File: config.mk
export PLATFORM = sky130hd
export DESIGN_NAME = wms_score
export DESIGN_NICKNAME = d
export VERILOG_FILES = /design/src/wms_pkg.sv /design/src/wms_score.sv
export SDC_FILE = /design/constraint.sdc
export NUM_CORES = 1
export LEC_CHECK = 0
export BUFFER_PORTS_ARGS = -buffer_cell sky130_fd_sc_hd__buf_2
export CORE_ASPECT_RATIO = 1.4
export CORE_MARGIN = 2
export CORE_UTILIZATION = 50
export DETAILED_ROUTE_END_ITERATION = 8
export GPL_ROUTABILITY_DRIVEN = 1
export PLACE_DENSITY = 0.81
export SETUP_SLACK_MARGIN = 0.1
export SLEW_MARGIN = 10
export SYNTH_ARGS = -nofsm -noshare
export SYNTH_HDL_FRONTEND = slang
export SYNTH_SLANG_ARGS = --single-unit
File: constraint.sdc
create_clock -name clk -period 4.08 [get_ports clk]
set_input_delay 0 -clock clk [delete_from_list [all_inputs] [get_ports clk]]
set_output_delay 0 -clock clk [all_outputs]
set_load 0.02 [all_outputs]
File: src/wms_pkg.sv
// ----------------------------------------------------------------------------
// wms_pkg
// Shared types, marker table and helper functions for the weighted marker
// scanner: beat structs, per-marker constants and match-table builders.
// ----------------------------------------------------------------------------
`default_nettype none

package wms_pkg;

    // Sizes
    localparam int NUM_MARKERS = 11;
    localparam int MAX_LEN     = 12;
    localparam int LEN_W       = 4;
    localparam int TEXT_W      = 8 * MAX_LEN;
    localparam int WEIGHT_W    = 6;
    localparam int NUM_CLS     = 4;
    localparam int CLS_W       = 2;
    localparam int COUNT_WIDTH = 32;
    localparam int TOTAL_W     = 36;
    localparam int SUM_W       = ((COUNT_WIDTH > TOTAL_W) ? COUNT_WIDTH : TOTAL_W) + 1;
    localparam int SCORE_W     = 9;
    localparam int BONUS_W     = SCORE_W + 1;
    localparam int CONF_W      = 7;

    // Score constants
    localparam logic [CONF_W-1:0]  SCORE_CAP   = CONF_W'(100);
    localparam logic [BONUS_W-1:0] BONUS_PAIR  = BONUS_W'(10);
    localparam logic [BONUS_W-1:0] BONUS_MINOR = BONUS_W'(5);

    // Marker classes
    localparam logic [CLS_W-1:0] CLS_INK   = 2'd0;
    localparam logic [CLS_W-1:0] CLS_SIG   = 2'd1;
    localparam logic [CLS_W-1:0] CLS_TEXT  = 2'd2;
    localparam logic [CLS_W-1:0] CLS_ANNOT = 2'd3;

    // Input beat
    typedef struct packed {
        logic [7:0] data_byte;
        logic       last_byte;
    } item_t;

    // Result beat
    typedef struct packed {
        logic [TOTAL_W-1:0] hit_total;
        logic [CONF_W-1:0]  confidence;
        logic               detected;
    } result_t;

    // Beat travelling down the cell chain, with running summary
    typedef struct packed {
        logic [7:0]         data_byte;
        logic               last_byte;
        logic [TOTAL_W-1:0] total;
        logic [SCORE_W-1:0] score;
        logic [NUM_CLS-1:0] cls;
    } chain_beat_t;

    // One marker: lower-case text right-justified, length, weight, class
    typedef struct packed {
        logic [TEXT_W-1:0]   text;
        logic [LEN_W-1:0]    len;
        logic [WEIGHT_W-1:0] weight;
        logic [CLS_W-1:0]    cls;
    } marker_t;

    typedef logic [MAX_LEN-1:0][7:0]       chars_t;
    typedef logic [MAX_LEN-1:0][MAX_LEN:1] border_t;

    localparam marker_t MARKERS [NUM_MARKERS] = '{
        '{"/subtype/ink", 4'd12, 6'd45, CLS_INK},
        '{"inklist",      4'd7,  6'd30, CLS_INK},
        '{"/ink",         4'd4,  6'd20, CLS_INK},
        '{"/sig",         4'd4,  6'd25, CLS_SIG},
        '{"signature",    4'd9,  6'd25, CLS_SIG},
        '{"handwriting",  4'd11, 6'd35, CLS_TEXT},
        '{"handwritten",  4'd11, 6'd35, CLS_TEXT},
        '{"/freetext",    4'd9,  6'd15, CLS_ANNOT},
        '{"/stamp",       4'd6,  6'd10, CLS_ANNOT},
        '{"/annot",       4'd6,  6'd10, CLS_ANNOT},
        '{"/annots",      4'd7,  6'd10, CLS_ANNOT}
    };

    // ASCII upper case folds to lower case; everything else passes
    function automatic logic [7:0] fold_case(input logic [7:0] c);
        logic [7:0] r;
        r = c;
        if ((c >= 8'h41) && (c <= 8'h5A))
        begin
            r = c + 8'h20;
        end
        return r;
    endfunction

    // Marker characters, first character at index 0
    function automatic chars_t marker_chars(input marker_t m);
        chars_t ch;
        ch = '0;
        for (int i = 0; i < MAX_LEN; i++)
        begin
            if (i < int'(m.len))
            begin
                ch[i] = m.text[8 * (int'(m.len) - 1 - i) +: 8];
            end
        end
        return ch;
    endfunction

    // b[p][k]: with p bytes matched, the first k-1 marker bytes equal the
    // last k-1 matched bytes (so prefix k holds if byte k-1 matches too)
    function automatic border_t marker_border(input marker_t m);
        chars_t  ch;
        border_t b;
        logic    ok;
        ch = marker_chars(m);
        b  = '0;
        for (int p = 0; p < MAX_LEN; p++)
        begin
            for (int k = 1; k <= MAX_LEN; k++)
            begin
                ok = (k <= p + 1);
                for (int i = 0; i < MAX_LEN - 1; i++)
                begin
                    if (ok && (i + 1 < k))
                    begin
                        ok = (ch[i] == ch[p - k + 1 + i]);
                    end
                end
                b[p][k] = ok;
            end
        end
        return b;
    endfunction

endpackage

`default_nettype wire

File: src/wms_score.sv
// ----------------------------------------------------------------------------
// wms_score
// Final scoring: adds class bonuses, caps the score, and holds the result
// beat in the output register until the consumer takes it.
// ----------------------------------------------------------------------------
`default_nettype none

module wms_score (
    input  wire logic                 clk,
    input  wire logic                 rst_n,
    input  wire logic                 end_valid,
    input  wire wms_pkg::chain_beat_t end_beat,
    output logic                      can_take,
    output logic                      result_valid,
    input  wire logic                 result_stall,
    output wms_pkg::result_t          result
);
    import wms_pkg::*;

    logic [BONUS_W-1:0] score_sum;
    logic               ink, sig, txt, ann;
    result_t            res_next;
    logic               result_valid_reg;
    result_t            result_reg;

    assign ink = end_beat.cls[CLS_INK];
    assign sig = end_beat.cls[CLS_SIG];
    assign txt = end_beat.cls[CLS_TEXT];
    assign ann = end_beat.cls[CLS_ANNOT];

    // Bonuses, cap, zero when nothing was hit
    always_comb
    begin
        score_sum = BONUS_W'(end_beat.score);
        if (ink && sig)
        begin
            score_sum = score_sum + BONUS_PAIR;
        end
        if (ink && txt)
        begin
            score_sum = score_sum + BONUS_PAIR;
        end
        if (sig && txt)
        begin
            score_sum = score_sum + BONUS_MINOR;
        end
        if (ann && (ink || sig))
        begin
            score_sum = score_sum + BONUS_MINOR;
        end

        res_next.hit_total = end_beat.total;
        if (end_beat.total == '0)
        begin
            res_next.confidence = '0;
        end
        else if (score_sum > BONUS_W'(SCORE_CAP))
        begin
            res_next.confidence = SCORE_CAP;
        end
        else
        begin
            res_next.confidence = score_sum[CONF_W-1:0];
        end
        res_next.detected = (res_next.confidence != '0);
    end

    assign can_take = !result_valid_reg || !result_stall;

    // Output register
    always_ff @(posedge clk or negedge rst_n)
    begin
        if (!rst_n)
        begin
            result_valid_reg <= 1'b0;
        end
        else if (can_take)
        begin
            result_valid_reg <= end_valid && end_beat.last_byte;
        end
    end

    always_ff @(posedge clk)
    begin
        if (can_take && end_valid && end_beat.last_byte)
        begin
            result_reg <= res_next;
        end
    end

    assign result_valid = result_valid_reg;
    assign result       = result_reg;

endmodule

`default_nettype wire

==> impl.org <==
** Outcome
- Result of the run :: completed

** STA
- The hold violation count in the final report came to 0.
- The number of pins exceeding their max-slew limit in the final report came to 0.
- Post-route clock period utilization :: around 87%
- Setup total negative slack on the finished layout was measured at 0 ns.
- Setup violations remaining at the end of the flow were counted as 0.
- Fmax :: 282 MHz
- Unrepaired setup endpoints after global routing :: false
- Slew margin rel. :: about 60%
- After layout, the minimum clock period comes to between 3 and 4 ns.
- At the pin with the least slew margin, the transition time is around 0.6 ns.
- Fin worst setup slack :: 0.537 ns
- Clock skew on the completed layout was measured at between 0.003 and 0.004 ns.

** Synthesis
- Distinct cell type count of the synthesized netlist :: 71
- Top cells by area in the synthesized netlist :: sky130_fd_sc_hd__edfxtp_1, sky130_fd_sc_hd__xnor2_1, sky130_fd_sc_hd__nand2_1
- Library cell with the highest instance count after synthesis :: sky130_fd_sc_hd__edfxtp_1
- Among all flip-flop cells after synthesis, the most frequent one is sky130_fd_sc_hd__edfxtp_1.
- Number of flops mapped to enable cells by yosys :: 44
- For this run, the number of Yosys warnings is 0.
- Cell taking the most area after synthesis :: sky130_fd_sc_hd__edfxtp_1
- Area share of the largest cell type after synthesis :: between 40% and 50%
- Sequential elements use 47.0% of the synthesized area.
- In this run the cell area of the synthesized design comes to ~2900 um2.
- In the synthesized netlist the async set-or-reset flop fraction comes to under 10%.
- Number of storage elements in the synthesis netlist :: 45
- Counting every instance in the synthesized netlist gives about 240.
- Top cells by instance count after synthesis :: sky130_fd_sc_hd__edfxtp_1, sky130_fd_sc_hd__nand2_1, sky130_fd_sc_hd__nor2_1, sky130_fd_sc_hd__xnor2_1
- Avg Inst Size Synth :: around 12 um2
- The number of nets in the synthesized netlist is just over 300.

** Layout
- Post-route non-filler standard cell count :: 452
- Fill count :: between 300 and 400
- From synthesis to final layout, the design area changed by 35.7%.
- Multi-input gate area :: 1430 um2
- Final nets :: about 450
- Ratio of cells with drive above 1 in the final layout :: a little under two fifths
- The register with the most flip-flops in the layout has between 40 and 50 of them.
- Sequential Area :: around 1300 um2

** Critical path
- Reg2reg end :: result[8]$_DFFE_PP_
- In this run the worst setup path terminates at result[6]$_DFFE_PP_.
- FF-to-FF setup slack :: approximately 2.7 ns
- In this run the worst path has a maximum fanout of 11.
- Category of the critical setup timing path :: input port to flip-flop
- STA puts the critical path data required time at 4.10 ns.
- Element type at the critical path end :: flip-flop
- R2R Path Start :: result_valid$_DFFE_PN0N_
- Measured in cells, the most critical reg-to-reg path has a length of 2.
- STA classifies the critical path startpoint as an input port.
- Arrival time at the worst endpoint :: around 3.6 ns
- Critical path launch point :: end_beat[5]

** Placement
- Sum of net half-perimeters after detailed placement :: 5.22 mm
- Placed cells :: 404
- The congestion estimate from routability-driven global placement came to around 0.80.
- Count of buffers inserted at the top-level ports :: slightly below 100
- Prior to clock tree synthesis, the placed netlist has a worst setup slack of about 0.26 ns.

** Clock tree
- After clock tree synthesis, the clock-pin slew on the worst setup and hold paths is about 0.08 ns.
- TritonCTS built the clock tree.
- Clock latency reported for the late side of the worst-skew pair :: 0.29 ns
- Clock Root Buffer :: sky130_fd_sc_hd__clkbuf_8
- Setup fix buffers added after clock tree synthesis :: 0
- Clock tree synthesis found a total of 45 sinks.
- Resized Gates After CTS :: 0
- Maximum level of the CTS H-tree :: 2
- Buffers from clock root to sink, at most :: 2
- Counting the buffers created by CTS gives 5.

** Route
- For this run, design rule violations remaining after detail routing come to 0.
- Via count of the routed design :: between 2000 and 3000
- After detailed routing, the number of vias per cell comes to ~5.6.
- For this block, the initial DRC count from the detailed router was 182.
- Final Routed Wirelength :: just under 8 mm
- Antenna-violating nets left :: 0
- Iteration count of the initial detailed-routing pass :: 4
- After detailed routing, the average wire length per cell comes to 17.3 um.

** Power
- VDD sags by at most 0.191 mV.
- Of the total power, combinational logic draws ~29%.
- Cell-internal power :: about 860 uW
- Sequential fraction of design power :: about 45%
- Of the total power, the share spent switching nets is roughly 29%.
- Dividing total power by cell area gives a power density of slightly above 300 nW/um2.
- The analysis attributes to net switching a power of between 300 and 400 uW.
- Of the total power, the clock network draws a little over a quarter.
- Leak Pwr :: 0.00150 uW

** Floorplan
- Once the floorplan was initialized, standard cells occupied between 50% and 60% of the core.
- I/O pin cnt :: approximately 110
- Die H :: ~94 um
- The total area inside the core boundary comes to about 5500 um2.
- Full die area :: 6360 um2
- Num rows :: 32
- The die is 68.0 um wide.

** Global route
- Combined global-route utilization of all metal layers :: between 20% and 30%
- The initial antenna violation count came to 1.
- The first global-routing pass estimated roughly 12 mm of wire.
- Largest net degree at the start of global routing :: 45
- For this run the aggregate overflow at the end of global routing stands at 0.
- The number of global-route vias before repair was 2464.

** Job
- Max-cap violations :: 0

** Worst hold path
- The worst hold path belongs to the class input port to asynchronous set/reset pin.
[per-stage QoR]
stage          power [uW]  area (um2)  hold WS (ns)  utilization (%)
2_1_floorplan         780        2870        -0.296                -
3_3_place_gp          850        3390        -0.224             61.4
3_5_place_dp          862        3390        -0.221             61.4
4_1_cts              1210        3890        0.0109             70.4
5_1_grt              1260        3890        0.0539             70.4
6_report             1210        3890        0.0387             70.4
[cells in the final DEF, fill, tap and decap left out, drive strengths merged, types with 2 or more instances in the layout]
cell type and n:
nand4 5, a211o 2, nor4 11, nand3b 2, nor3 12, o21a 2
o31ai 5, o32ai 2, nand2b 3, a221o 2, or2 5, xor2 7
xnor2 18, or3 2, dlygate4sd3 39, nor3b 6, buf 101, a21oi 11
nor2b 2, inv 6, ha 4, a21boi 2, o21ai 9, clkbuf 6
a211oi 2, a31oi 2, nor2 17, nand3 3, edfxtp 44, or4 2
and2 3, nand2 21, a31o 2, nor4bb 3, mux2 2
[how the worst min path moves through the flow]
stage                     depth (start not counted)                       end  slack [ns]  start
final                                             2  result_valid$_DFFE_PN0N_        0.04  rst_n
after CTS                                         2  result_valid$_DFFE_PN0N_        0.01  rst_n
after global routing                              2  result_valid$_DFFE_PN0N_        0.05  rst_n
after floorplan                                   0  result_valid$_DFFE_PN0N_       -0.30  rst_n
after global placement                            1  result_valid$_DFFE_PN0N_       -0.22  rst_n
after detailed placement                          1  result_valid$_DFFE_PN0N_       -0.22  rst_n
[critical path, stage by stage]
cell	delay [ns]
sky130_fd_sc_hd__buf_2	0.17
sky130_fd_sc_hd__ha_1	0.35
sky130_fd_sc_hd__mux2_2	0.27
sky130_fd_sc_hd__ha_1	0.24
sky130_fd_sc_hd__nor4bb_1	0.28
sky130_fd_sc_hd__a211o_1	0.19
sky130_fd_sc_hd__or2_0	0.38
sky130_fd_sc_hd__xor2_1	0.37
sky130_fd_sc_hd__nor3_2	0.12
sky130_fd_sc_hd__o32ai_1	0.39
sky130_fd_sc_hd__mux2_4	0.35
sky130_fd_sc_hd__nor3_4	0.31
sky130_fd_sc_hd__a21oi_1	0.14
[area by class of cell]
class                           instances  share of cell area (%)
Timing Repair Buffer                  140                    23.2
Clock inverter                          2                   0.868
Clock buffer                            6                    1.87
Sequential cell                        45                    34.6
Tap cell                               68                    2.19
Antenna cell                            1                  0.0643
Inverter                                6                   0.579
Multi-Input combinational cell        184                    36.7
[timing repair]
item	in CTS	in global routing
hold buffers	39	0
endpoints found under the hold margin	38	0
endpoints found under the setup margin	0	0
[per-layer routing]
| layer | routed length [um] | global-route usage, % | vias to the layer above |
|---|---|---|---|
| li1 | - | - | 1212 |
| met5 | 0 | 0 | - |
| met3 | 434 | 3.13 | 16 |
| met1 | 2890 | 23.3 | 1173 |
| met2 | 4260 | 49.0 | 114 |
| met4 | 242 | 10.8 | 0 |
[cell families (layout without fill, tap and decap cells)]
logic type	Yosys count	after routing	share of synthesized area (%)
compound gates	50	50	14.9
xor+xnor	26	26	9.73
fa+ha+maj	5	5	2.10
buf+inv	15	154	3.67
flops	45	45	47.0
mux	3	3	1.27
other cells	0	1	0
simple gates	100	100	21.4
[power by group through the flow]
stage | Sequential [uW] | Combinational, uW | Clock [uW]
3_5_place_dp | 548 | 314 | 0
6_report | 540 | 349 | 323
4_1_cts | 538 | 346 | 326
2_1_floorplan | 574 | 206 | 0
3_3_place_gp | 546 | 303 | 0
5_1_grt | 541 | 377 | 342
Power figures use the tool's default switching activity.
